**src/hw/rtl/smeu_pkg.sv**
```systemverilog
// Package of the stack machine execute unit: sizes, widths, opcodes, status codes and divider types.
// No dependencies; imported by smeu_div, the top level and the checker.
`default_nettype none
package smeu_pkg;
    localparam int StackDepth   = 256;
    localparam int RegCount     = 16;
    localparam int ProgramBytes = 1024;
    localparam int SpW = $clog2(StackDepth);
    localparam int CntW = $clog2(StackDepth + 1);
    localparam int RegW = (RegCount > 1) ? $clog2(RegCount) : 1;

    typedef enum logic [3:0] {
        OP_NOP = 4'd0, OP_PUSH = 4'd1, OP_POP = 4'd2, OP_LOAD = 4'd3,
        OP_STORE = 4'd4, OP_JMP = 4'd5, OP_JZ = 4'd6, OP_JNZ = 4'd7,
        OP_ADD = 4'd8, OP_SUB = 4'd9, OP_MUL = 4'd10, OP_DIV = 4'd11,
        OP_PRINT = 4'd12, OP_STOP = 4'd13, OP_BAD14 = 4'd14, OP_BAD15 = 4'd15
    } op_t;

    typedef enum logic [3:0] {
        ST_OK = 4'd0, ST_STOP = 4'd1, ST_OVER = 4'd2, ST_UNDER = 4'd3,
        ST_BADREG = 4'd4, ST_BADTGT = 4'd5, ST_DIVZ = 4'd6, ST_HALTED = 4'd7,
        ST_BADOP = 4'd8
    } status_t;

    typedef struct packed {
        logic start;
        logic neg;
        logic [31:0] dividend;
        logic [31:0] divisor;
    } div_req_t;

    typedef struct packed {
        logic        done;
        logic [31:0] quotient;
    } div_rsp_t;
endpackage
`default_nettype wire

```
**src/hw/rtl/smeu_div.sv**
```systemverilog
// Radix-2 restoring divider of unsigned magnitudes with sign fix-up, one bit a cycle.
// Depends on smeu_pkg.
`default_nettype none
module smeu_div
    import smeu_pkg::*;
(
    input  wire logic aclk,
    input  wire logic aresetn,
    input  wire div_req_t req,
    output div_rsp_t  rsp
);
    logic [31:0] quo_reg, rem_reg, den_reg;
    logic [5:0]  cnt_reg;
    logic        busy_reg, neg_reg, done_reg;
    logic [32:0] trial;

    assign trial = {rem_reg, quo_reg[31]} - {1'b0, den_reg};

    always_ff @(posedge aclk) begin
        if (!aresetn) begin
            busy_reg <= 1'b0;
            done_reg <= 1'b0;
            cnt_reg  <= '0;
        end else begin
            done_reg <= 1'b0;
            if (req.start) begin
                busy_reg <= 1'b1;
                cnt_reg  <= 6'd32;
                quo_reg  <= req.dividend;
                rem_reg  <= '0;
                den_reg  <= req.divisor;
                neg_reg  <= req.neg;
            end else if (busy_reg) begin
                if (trial[32]) begin
                    rem_reg <= {rem_reg[30:0], quo_reg[31]};
                    quo_reg <= {quo_reg[30:0], 1'b0};
                end else begin
                    rem_reg <= trial[31:0];
                    quo_reg <= {quo_reg[30:0], 1'b1};
                end
                cnt_reg <= cnt_reg - 6'd1;
                if (cnt_reg == 6'd1) begin
                    busy_reg <= 1'b0;
                    done_reg <= 1'b1;
                end
            end
        end
    end

    assign rsp.done     = done_reg;
    assign rsp.quotient = neg_reg ? (32'd0 - quo_reg) : quo_reg;
endmodule
`default_nettype wire

```
**config.mk**
```make
export PLATFORM = sky130hd
export DESIGN_NAME = smeu_div
export DESIGN_NICKNAME = d
export VERILOG_FILES = /design/src/hw/rtl/smeu_pkg.sv /design/src/hw/rtl/smeu_div.sv
export SDC_FILE = /design/constraint.sdc
export NUM_CORES = 1
export LEC_CHECK = 0
export ABC_AREA = 1
export BUFFER_PORTS_ARGS = -buffer_cell sky130_fd_sc_hd__buf_2
export CORE_UTILIZATION = 38
export CTS_BUF_LIST = sky130_fd_sc_hd__clkbuf_4
export DETAILED_ROUTE_END_ITERATION = 12
export MAX_ROUTING_LAYER = met4
export PLACE_DENSITY = 0.62
export SLEW_MARGIN = 30
export SYNTH_ARGS = -nofsm -noshare
export SYNTH_HDL_FRONTEND = slang
export SYNTH_SLANG_ARGS = --single-unit
```
**constraint.sdc**
```tcl
create_clock -name aclk -period 3.7 [get_ports aclk]
set_input_delay 0.555 -clock aclk [delete_from_list [all_inputs] [get_ports aclk]]
set_output_delay 0.555 -clock aclk [all_outputs]
set_load 0.05 [all_outputs]
```
### Word level (Yosys, flattened, before mapping)

Index checks and enable logic that the tools add are counted.

* multiplexer cells: 12
* add/subtract/negate cells: 3
* reductions and logical operators: 5
* equal/unequal tests: 1
* bitwise gates (word level): 2

Operators with widths (count)
* 32-bit two-way mux: 5
* 33-bit by 32-bit subtractor with 33-bit output: 1
* 1-bit by 32-bit subtractor with 32-bit output, first input constant: 1
* 6-bit two-way mux: 2
* 6-bit by 1-bit equality test with 1-bit output, second input constant: 1
* 6-bit by 1-bit subtractor with 6-bit output, second input constant: 1
* 1-bit two-way mux: 5
* 2-bit AND reduction: 2
* 3-bit OR reduction: 1
* 1-bit inverter: 2
* 2-bit nonzero test: 1
* 2-bit OR reduction: 1

* input port bits: 68
* register bits: 105
* output and inout bits: 33
* logic and storage cells: 31

### Depth between registers and ports, before layout

Gate-level depths: netlist of run 1.

* depth after elaboration: 4
* gate-level depth with buffers: 18
* mapped depth without buffers: 17

### Worst setup path before layout of run 1

Ideal clock, no wire load.

* path type: register -> output
* start: register quo_reg[0]
* end: output rsp[28] (netlist bit)
* stages on the path, launching flop included: 11
* data arrival time: 2.196 ns
* path slack: 0.949 ns
* cells stage by stage: edfxtp_1 > inv_1 > ha_1 > nand3_1 > nor2_1 > nand2_1 > nor2_1 > nand3_1 > o21ai_1 > nand2_1 > xor2_1

RTL lines
* start: declaration: RTL line smeu_div.sv:12 `logic [31:0] quo_reg, rem_reg, den_reg;`
* start signal: assignment: RTL line smeu_div.sv:29 `quo_reg <= req.dividend;`
* start signal: assignment: RTL line smeu_div.sv:36 `quo_reg <= {quo_reg[30:0], 1'b0};`
* start signal: assignment: RTL line smeu_div.sv:39 `quo_reg <= {quo_reg[30:0], 1'b1};`
* end: declaration: RTL line smeu_div.sv:10 `output div_rsp_t rsp`

==> results of run 1 <==
## final timing paths
kind / end / slack, ps / depth (start not counted)
setup / recovery: rsp[28] / 370 / 11
hold / removal: den_reg[7] / 200 / 1
setup reg to reg: rem_reg[12] / 850 / 17
hold reg to reg: cnt_reg[3] / 560 / 2
## synth_stat cells (5+ instances only)
cell	number
clkbuf_1	13
dfxtp_1	8
nand3_1	39
nand2_2	8
nor3_1	9
xor2_1	46
nor2_1	129
inv_2	11
nand3b_1	8
nand4_1	7
a21oi_1	21
ha_1	35
inv_1	197
nand2_1	389
edfxtp_1	97
o21ai_0	43
buf_4	5
## final cells by class
type | count | area, um2 | share of cell area
tap | 265 | 332 | 0.0387
clock inverter | 6 | 48.8 | 0.00570
inverter | 208 | 781 | 0.0912
clock buffer | 10 | 75.1 | 0.00877
multi-input combinational | 758 | 3690 | 0.431
sequential | 105 | 3070 | 0.359
antenna | 2 | 5.00 | 0.000585
timing repair buffer | 106 | 558 | 0.0652
## cell usage in the layout (no fill, tap or decap), types with 2 or more instances in the layout
cell | netlist | final
diode_2 | 0 | 2
o31ai_1 | 2 | 2
nand2_2 | 8 | 9
a31oi_1 | 2 | 2
dfxtp_1 | 8 | 8
edfxtp_1 | 97 | 97
nand2_1 | 389 | 388
a21o_1 | 2 | 2
a21oi_1 | 21 | 21
o21ai_0 | 43 | 42
nor2_1 | 129 | 129
o21bai_1 | 2 | 2
o21ai_1 | 1 | 2
buf_4 | 5 | 5
inv_6 | 0 | 2
nand3_1 | 39 | 39
buf_2 | 1 | 100
nand4_1 | 7 | 7
clkbuf_4 | 0 | 10
nand3b_1 | 8 | 8
nor3_1 | 9 | 9
xor2_1 | 46 | 46
nor3b_1 | 2 | 2
inv_1 | 197 | 197
nor2_2 | 2 | 2
ha_1 | 35 | 35
inv_2 | 11 | 11
## cell families after synthesis
logic type | synth area share
AO/OA/AOI/OAI | 0.0523
buffers and inverters | 0.118
AND/OR/NAND/NOR | 0.315
adder cells (fa/ha/maj) | 0.0598
XOR/XNOR | 0.0537
flip-flops | 0.401
## report_power, final
group	switching [uW]	internal, uW	leakage (uW)	total [uW]
Clock	445	155	0.0000670	600
Sequential	74.7	1470	0.00100	1540
Combinational	1150	511	0.00345	1660
Total	1670	2130	0.00452	3800
## metrics by stage
| stage | std cells | hold WS (ps) | power [uW] |
|---|---|---|---|
| 2_1_floorplan | 1093 | 475 | 2840 |
| 6_report | 1460 | 199 | 3800 |
| 3_3_place_gp | 1442 | 520 | 3220 |
| 4_1_cts | 1458 | 156 | 3840 |
| 3_5_place_dp | 1442 | 542 | 3220 |
| 5_1_grt | 1460 | 154 | 4120 |
## worst max-delay path, stage by stage, from the launching register on
cell and delay, ps:
edfxtp_1 420, inv_1 110, ha_1 170, nand3_1 120, nor2_1 160, nand2_1 100
nor2_1 200, nand3_1 140, o21ai_1 240, nand2_1 110, xor2_1 190, buf_2 300
## layer usage
layer  share of wire  global-route usage  wire, um
met1            0.48               0.259      9020
met2            0.45               0.323      8580
met3           0.055              0.0454      1040
met4           0.014              0.0504       269
met5               0                   -         0
## repair_timing
item,CTS,global route
setup buffers,0,0
setup endpoints to repair,0,1
resized for setup,0,1
==> metrics.txt, run 1 <==
worst reg2reg path startpoint quo_reg[31]; Final Cycle Share 0.901; Hold WC Path Type primary input to register; # clock sinks 105; minimum clock period 3330 ps; CP arrival 2780 ps; grt ovf 0; share of cells above drive strength 1 0.122; Post-synth EDFFs 97; warnings from Yosys 0; Worst EP required 3140 ps; Final Hold Vio Count 0; largest area contributor in the netlist edfxtp_1; routed wire length 18.9 mm; pin count of the biggest net entering global routing 63; worst slew pin tran 840 ps; Final Util 0.437; first-pass GRT wire length 31.3 mm; Die H 144 um; Area after DPL 8430 um2; GP Congestion 0.919; Synth-to-Final Area Change 11.7%; clock slew at reported path FFs 190 ps; Hold Buf Count CTS 0; FP Rows 51; Layout fillers 2108; 1st-pass router iterations 5; count of final max-slew check failures 0; ys async rst share 0; CP Class register to output port; CTS buffer count 9; Post-Synthesis Cells 1093; syn_nets 1197; Port Buffer Count 100; Seq cells post-synth 105; worst skew pair latency 510 ps; Vias 6676; Critical path origin quo_reg[1]; clock buffer depth 2; io pins 101; Seq/Total Area, Yosys 0.401; Max-cap violations 0; dominant cells by area after synthesis edfxtp_1, nand2_1, inv_1; Final setup viols 0; Crit. End Element output port; Max transition margin 0.438; cell area after layout 8560 um2; setup slack after layout 366 ps; all-layer global routing usage 0.202; Max VDD drop 234 uV; Initial Utilization 0.391; post-synth cell types 39; outcome finished, final reports clean; DIE WIDTH 144 um; drt drc 0; ANT nets after route 0; DRT iter0 DRCs 389; Pleak 0.00452 uW; DP HPWL 14.6 mm; Clock Skew 32.9 ps; Mapped Area 7660 um2; wire per inst 13.0 um; initial antenna violation count 2; unrepaired setup endpoints after global routing no; CP max FO 4; FMAX 300 MHz; root buffer cell clkbuf_4; hold wc startpoint req[7]; area share of the largest cell type after synthesis 0.380; syn avg cell area 7.01 um2; commonest register cell after synthesis edfxtp_1; setup_tns 0 ps; DIE AREA 20700 um2; CTS tree built; vias in the first global route 6523; CORE AREA 19600 um2; pwr/cell area 444 nW/um2; worst slack, placed 801 ps; vias per cell 4.57; CP Launch Type register; H-tree depth 3; nets@finish 1292
(Power assumes the default switching activity.)
==> inputs of run 2 (changes only) <==
==> constraint.sdc (replaced) <==
create_clock -name aclk -period 4.2 [get_ports aclk]
set_input_delay 0.63 -clock aclk [delete_from_list [all_inputs] [get_ports aclk]]
set_output_delay 0.63 -clock aclk [all_outputs]
set_load 0.05 [all_outputs]
==> run 2 against run 1 <==
Combinational power shrank 12%. Wire length grew 1.0%. Register-to-register slack gained 490 ps. Sequential share of layout area grew 0.058 points. Global-route usage shrank 0.12 points. Worst setup slack gained 350 ps. Final cell count is essentially flat. Non-clock buffer count is the same. Sequential power shrank 12%. Critical path type unchanged. Critical endpoint is now rsp[31].
==> metrics.txt, run 2 (synthesized netlist as in run 1, its figures left out) <==
vias per cell 4.63 (+1.4%); outcome finished, final reports clean; CORE AREA 19600 um2 (unchanged); all-layer global routing usage 0.201 (-0.00120); worst skew pair latency 510 ps (about the same); # resized after CTS 0 (unchanged); Max-cap violations 0 (unchanged); share of cells above drive strength 1 0.122 (unchanged); Power Internal 1880 uW (-12%); clock slew at reported path FFs 190 ps (about the same); Crit. End Element output port; CP arrival 2850 ps (+70 ps); first-pass GRT wire length 31.1 mm (-0.84%); FP Rows 51 (unchanged); crit-path max cell delay 460 ps (+40 ps); postcts setup bufs 0 (unchanged); ANT nets after route 0 (unchanged); H-tree depth 3 (unchanged); DIE AREA 20700 um2 (unchanged); commonest non-fill, non-tap cell in the layout nand2_1; clock buffer depth 2 (unchanged); Layout fillers 2081 (-1.3%); Max transition margin 0.540 (+0.101); switch share 0.439 (+0.00104); Comb pwr share 0.437 (about the same); Port Buffer Count 100 (unchanged); Worst EP required 3570 ps (+430 ps); critical path cell sequence inv_1 -> nand3_1 -> nor2_1 -> nand3_1 -> o21ai_0 -> o21ai_0 -> xor2_1 -> buf_2; Hold WC Path Type primary input to register; grt ovf 0 (unchanged); root buffer cell clkbuf_4; Final setup viols 0 (unchanged); Initial Utilization 0.391 (unchanged); count of final max-slew check failures 0 (unchanged); CP Class register to output port; nets@finish 1292 (unchanged); pwr/cell area 392 nW/um2 (-12%); sequential power share 0.405 (about the same); Hold Buf Count CTS 0 (unchanged); 1st-pass router iterations 5 (unchanged); GP Congestion 0.913 (-0.61%); Final Cycle Share 0.829; drt drc 0 (unchanged); unrepaired setup endpoints after global routing no; switching power 1470 uW (-12%); minimum clock period 3480 ps; DP HPWL 14.8 mm (+1.1%); CTS buffer count 9 (unchanged); wire per inst 13.1 um (+1.1%); DIE WIDTH 144 um (unchanged); Area after DPL 8420 um2 (-0.15%); FMAX 287 MHz; Clock Skew 31.2 ps (-1.77 ps); # clock sinks 105 (unchanged); CP max FO 4 (unchanged); vias in the first global route 6386 (-2.1%); Clock power frac 0.158 (about the same); Pleak 0.00452 uW (about the same); routed wire length 19.1 mm (+1.0%); io pins 101 (unchanged); Vias 6762 (+1.3%); most frequent cells in the layout nand2_1, inv_1, nor2_1; Critical Path Slowest Stage Cell o21ai_0; Synth-to-Final Area Change 11.6%; CTS tree built; Max VDD drop 207 uV (-12%); Die H 144 um (unchanged); pin count of the biggest net entering global routing 55 (-13%); Final Hold Vio Count 0 (unchanged); initial antenna violation count 1 (-1); CP Launch Type register; DRT iter0 DRCs 408 (+4.9%); cell area after layout 8550 um2 (-0.16%); worst slew pin tran 690 ps (-150 ps); setup_tns 0 ps (unchanged)
-- run 2: cell types whose count changed in the layout (fill, tap and decap cells not counted) --
cell,change
o21ai_1,-1
o21ai_0,+1
buf_4,+1
diode_2,-1
clkinv_4,+1
buf_12,-1
clkinvlp_4,-1
-- run 2: power groups by stage --
stage | Clock [uW] | Combinational (uW) | Sequential (uW)
detailed placement | 0 | 1460 | 1380
global route | 586 | 1660 | 1370
finish | 530 | 1460 | 1360
global placement | 0 | 1450 | 1380
floorplan | 0 | 1140 | 1360
CTS | 557 | 1470 | 1360
-- run 2: metrics by stage --
step / total power, uW / cells / setup WS [ps] / utilization / hold slack [ps]
finish: 3350 / 1459 / 719 / 0.436 / 273
global route: 3620 / 1459 / 443 / 0.436 / 223
CTS: 3380 / 1458 / 660 / 0.436 / 238
detailed placement: 2840 / 1442 / 1250 / 0.430 / 533
global placement: 2830 / 1442 / 1260 / 0.430 / 523
floorplan: 2510 / 1093 / 1370 / - / 475
-- run 2: final cells by class --
type	instances	area, um2	share of cell area
Clock buffer	10	75.1	0.00878
Inverter	208	781	0.0913
Timing Repair Buffer	106	546	0.0638
Sequential cell	105	3070	0.359
Clock inverter	6	50.0	0.00585
Antenna cell	1	2.50	0.000293
Multi-Input combinational cell	758	3690	0.432
Tap cell	265	332	0.0388
-- run 2: worst max-delay path: cells and delay by family, from the launching register on --
family / cells / cell delay [ps]
compound gates: 2 / 700
flops: 1 / 410
buf+inv: 2 / 440
simple gates: 3 / 570
xor+xnor: 1 / 240
-- run 2: worst paths after layout --
kind	start	endpoint	slack [ps]	cells after the start
worst max-delay path	quo_reg[2]	rsp[31]	720	8
worst min-delay path	req[29]	den_reg[29]	270	1
worst max register to register	quo_reg[31]	rem_reg[4]	1340	17
worst min register to register	cnt_reg[3]	cnt_reg[3]	550	2
-- run 2: routing by layer --
layer	global-route usage	vias to the layer above	part of all wire
met1	0.260	3036	0.48
met4	0.0498	0	0.017
met3	0.0437	21	0.051
li1	-	3554	-
met5	-	-	0
met2	0.318	151	0.45
==> inputs of run 3 (changes only) <==
--- a/config.mk
+++ b/config.mk
@@ -11,7 +11,7 @@
 export CTS_BUF_LIST = sky130_fd_sc_hd__clkbuf_4
 export DETAILED_ROUTE_END_ITERATION = 12
 export MAX_ROUTING_LAYER = met4
-export PLACE_DENSITY = 0.62
+export PLACE_DENSITY = 0.65
 export SLEW_MARGIN = 30
 export SYNTH_ARGS = -nofsm -noshare
 export SYNTH_HDL_FRONTEND = slang
==> constraint.sdc (replaced) <==
create_clock -name aclk -period 2.9 [get_ports aclk]
set_input_delay 0.435 -clock aclk [delete_from_list [all_inputs] [get_ports aclk]]
set_output_delay 0.435 -clock aclk [all_outputs]
set_load 0.05 [all_outputs]
==> run 3 against run 2 <==
Clock power up 41%. Clock-buffer cell count increased by 1. Critical path depth rose by 3. Global-route usage decreased by 0.37 points. Critical path type unchanged. Critical endpoint is now rsp[28].
==> metrics.txt, run 3 (synthesized netlist as in run 1, its figures left out) <==
outcome finished, final reports clean; critical path cell sequence inv_2 -> ha_4 -> nand3_4 -> nor2_4 -> nand2_4 -> nor2_4 -> nand3_2 -> o21ai_2 -> nand2_2 -> xor2_2 -> buf_6; Worst EP required 2470 ps (-1100 ps); setup_tns 0 ps (unchanged); worst slack, placed 232 ps (-1020 ps); Initial Utilization 0.391 (unchanged); DP HPWL 14.5 mm (-1.6%); Clock Skew 26.3 ps (-4.84 ps); DRT iter0 DRCs 350 (-14%); unrepaired setup endpoints after global routing yes; Port Buffer Count 100 (unchanged); clock buffer depth 2 (unchanged); 1st-pass router iterations 5 (unchanged); sequential power share 0.400 (-0.005); grt ovf 0 (unchanged); CTS tree built; CP max FO 3 (-1); Final Hold Vio Count 0 (unchanged); Max-cap violations 0 (unchanged); Max VDD drop 255 uV (+23%); wire per inst 12.8 um (-2.4%); Synth-to-Final Area Change 15.0%; crit-path max cell delay 440 ps (-20 ps); FP Rows 51 (unchanged); pin count of the biggest net entering global routing 65 (+18%); Max transition margin 0.705 (+0.166); vias per cell 4.60 (-0.74%); Clock power frac 0.151 (-0.007); setup slack after layout 76.4 ps (-642 ps); io pins 101 (unchanged); GP Congestion 0.970 (+6.3%); minimum clock period 2820 ps; Final Cycle Share 0.974; most frequent cell on the critical path nor2_4; Critical Path Slowest Stage Cell edfxtp_1; initial antenna violation count 2 (+1); DIE WIDTH 144 um (unchanged); Hold WC Path Type primary input to register; Vias 6767 (+0.074%); Comb pwr share 0.449 (+0.012); share of cells above drive strength 1 0.148 (+0.0255); CORE AREA 19600 um2 (unchanged); root buffer cell clkbuf_4; drt drc 0 (unchanged); nets@finish 1303 (+0.85%); CP arrival 2390 ps (-460 ps); ANT nets after route 0 (unchanged); # clock sinks 105 (unchanged); vias in the first global route 6457 (+1.1%); Crit. End Element output port; Power Internal 2800 uW (+49%); H-tree depth 3 (unchanged); DIE AREA 20700 um2 (unchanged); switching power 2130 uW (+44%); Buf/Inv on CP 2 (unchanged); all-layer global routing usage 0.197 (-0.00374); Final setup viols 0 (unchanged); crit-path leading delay family simple AND/OR/NAND/NOR gates; CTS buffer count 9 (unchanged); switch share 0.432 (-0.00796); CP Launch Type register; routed wire length 18.8 mm (-1.6%); commonest non-fill, non-tap cell in the layout nand2_1; CP Class register to output port; first-pass GRT wire length 30.7 mm (-1.3%); Die H 144 um (unchanged); clock slew at reported path FFs 170 ps (-20 ps); pwr/cell area 559 nW/um2 (+43%); Layout fillers 2060 (-1.0%); most frequent cells in the layout nand2_1, inv_1, nor2_1; FMAX 354 MHz; worst slew pin tran 442 ps (-248 ps); Pleak 0.00461 uW (+2.0%); worst skew pair latency 510 ps (about the same); count of final max-slew check failures 0 (unchanged)
## run 3: changes by cell type in the layout (fill, tap and decap cells not counted), sizes merged
cell | previous run | this run
buf | 106 | 116
clkbuf | 10 | 12
clkinv | 3 | 1
clkinvlp | 0 | 1
diode | 1 | 2
## run 3: area by class of cell
type	instances	area [um2]	area share
well taps	265	332	0.0376
inverters	208	781	0.0886
repair buffers	117	694	0.0788
multi-input cells	758	3810	0.432
flip-flops and latches	105	3070	0.349
clock inverters	5	37.5	0.00426
clock buffers	11	82.6	0.00937
diodes	2	5.00	0.000568
## run 3: final timing paths
check           endpoint        start  slack (ps)  cells past startpoint
max              rsp[28]   quo_reg[0]          80                     11
min          den_reg[19]      req[19]          90                      1
max reg2reg  rem_reg[27]  quo_reg[31]         310                     18
min reg2reg   cnt_reg[1]     busy_reg         560                      1
## run 3: power groups by stage
| stage | combinational, uW | sequential, uW | clock (uW) |
|---|---|---|---|
| 4_1_cts | 2190 | 1970 | 779 |
| 2_1_floorplan | 1650 | 1980 | 0 |
| 6_report | 2210 | 1970 | 745 |
| 5_1_grt | 2500 | 1990 | 817 |
| 3_5_place_dp | 2150 | 2000 | 0 |
| 3_3_place_gp | 2130 | 2000 | 0 |
## run 3: metal layers
layer,track usage,part of all wire,up-vias
li1,-,-,3571
met1,0.244,0.47,2998
met2,0.324,0.46,172
met3,0.0394,0.059,26
met4,0.0610,0.018,0
met5,-,0,-
## run 3: timing repair
| item | 4_1_cts | 5_1_grt |
|---|---|---|
| endpoints found under the setup margin | 13 | 18 |
| pin swaps | 6 | 11 |
| buffers inserted | 0 | 6 |
| hold buffers | 0 | 0 |
| resized for setup | 24 | 20 |
## run 3: worst register-to-register path, cell delays in order (launching register included)
cell and delay (ps):
edfxtp_1 390, inv_1 70, ha_1 220, fa_1 400, inv_1 110, nand2_1 60, nand2_1 90, nand3_1 90
nand2_2 110, nand2_2 50, nand2_2 80, nand2_2 70, nand2_2 70, nand2_1 90, nand2_4 150, buf_12 170
nand2_1 60, nand2_1 60, nor2_1 40
## run 3: stage by stage
stage                     cell area (um2)  hold slack [ps]  utilization  std cells  total power, uW
after floorplan                      7660              475            -       1093             3630
after global placement               8500              514        0.434       1447             4130
after detailed placement             8500              536        0.434       1447             4150
after CTS                            8700             37.4        0.444       1463             4940
after global routing                 8810             46.2        0.450       1471             5310
final                                8810             86.1        0.450       1471             4930
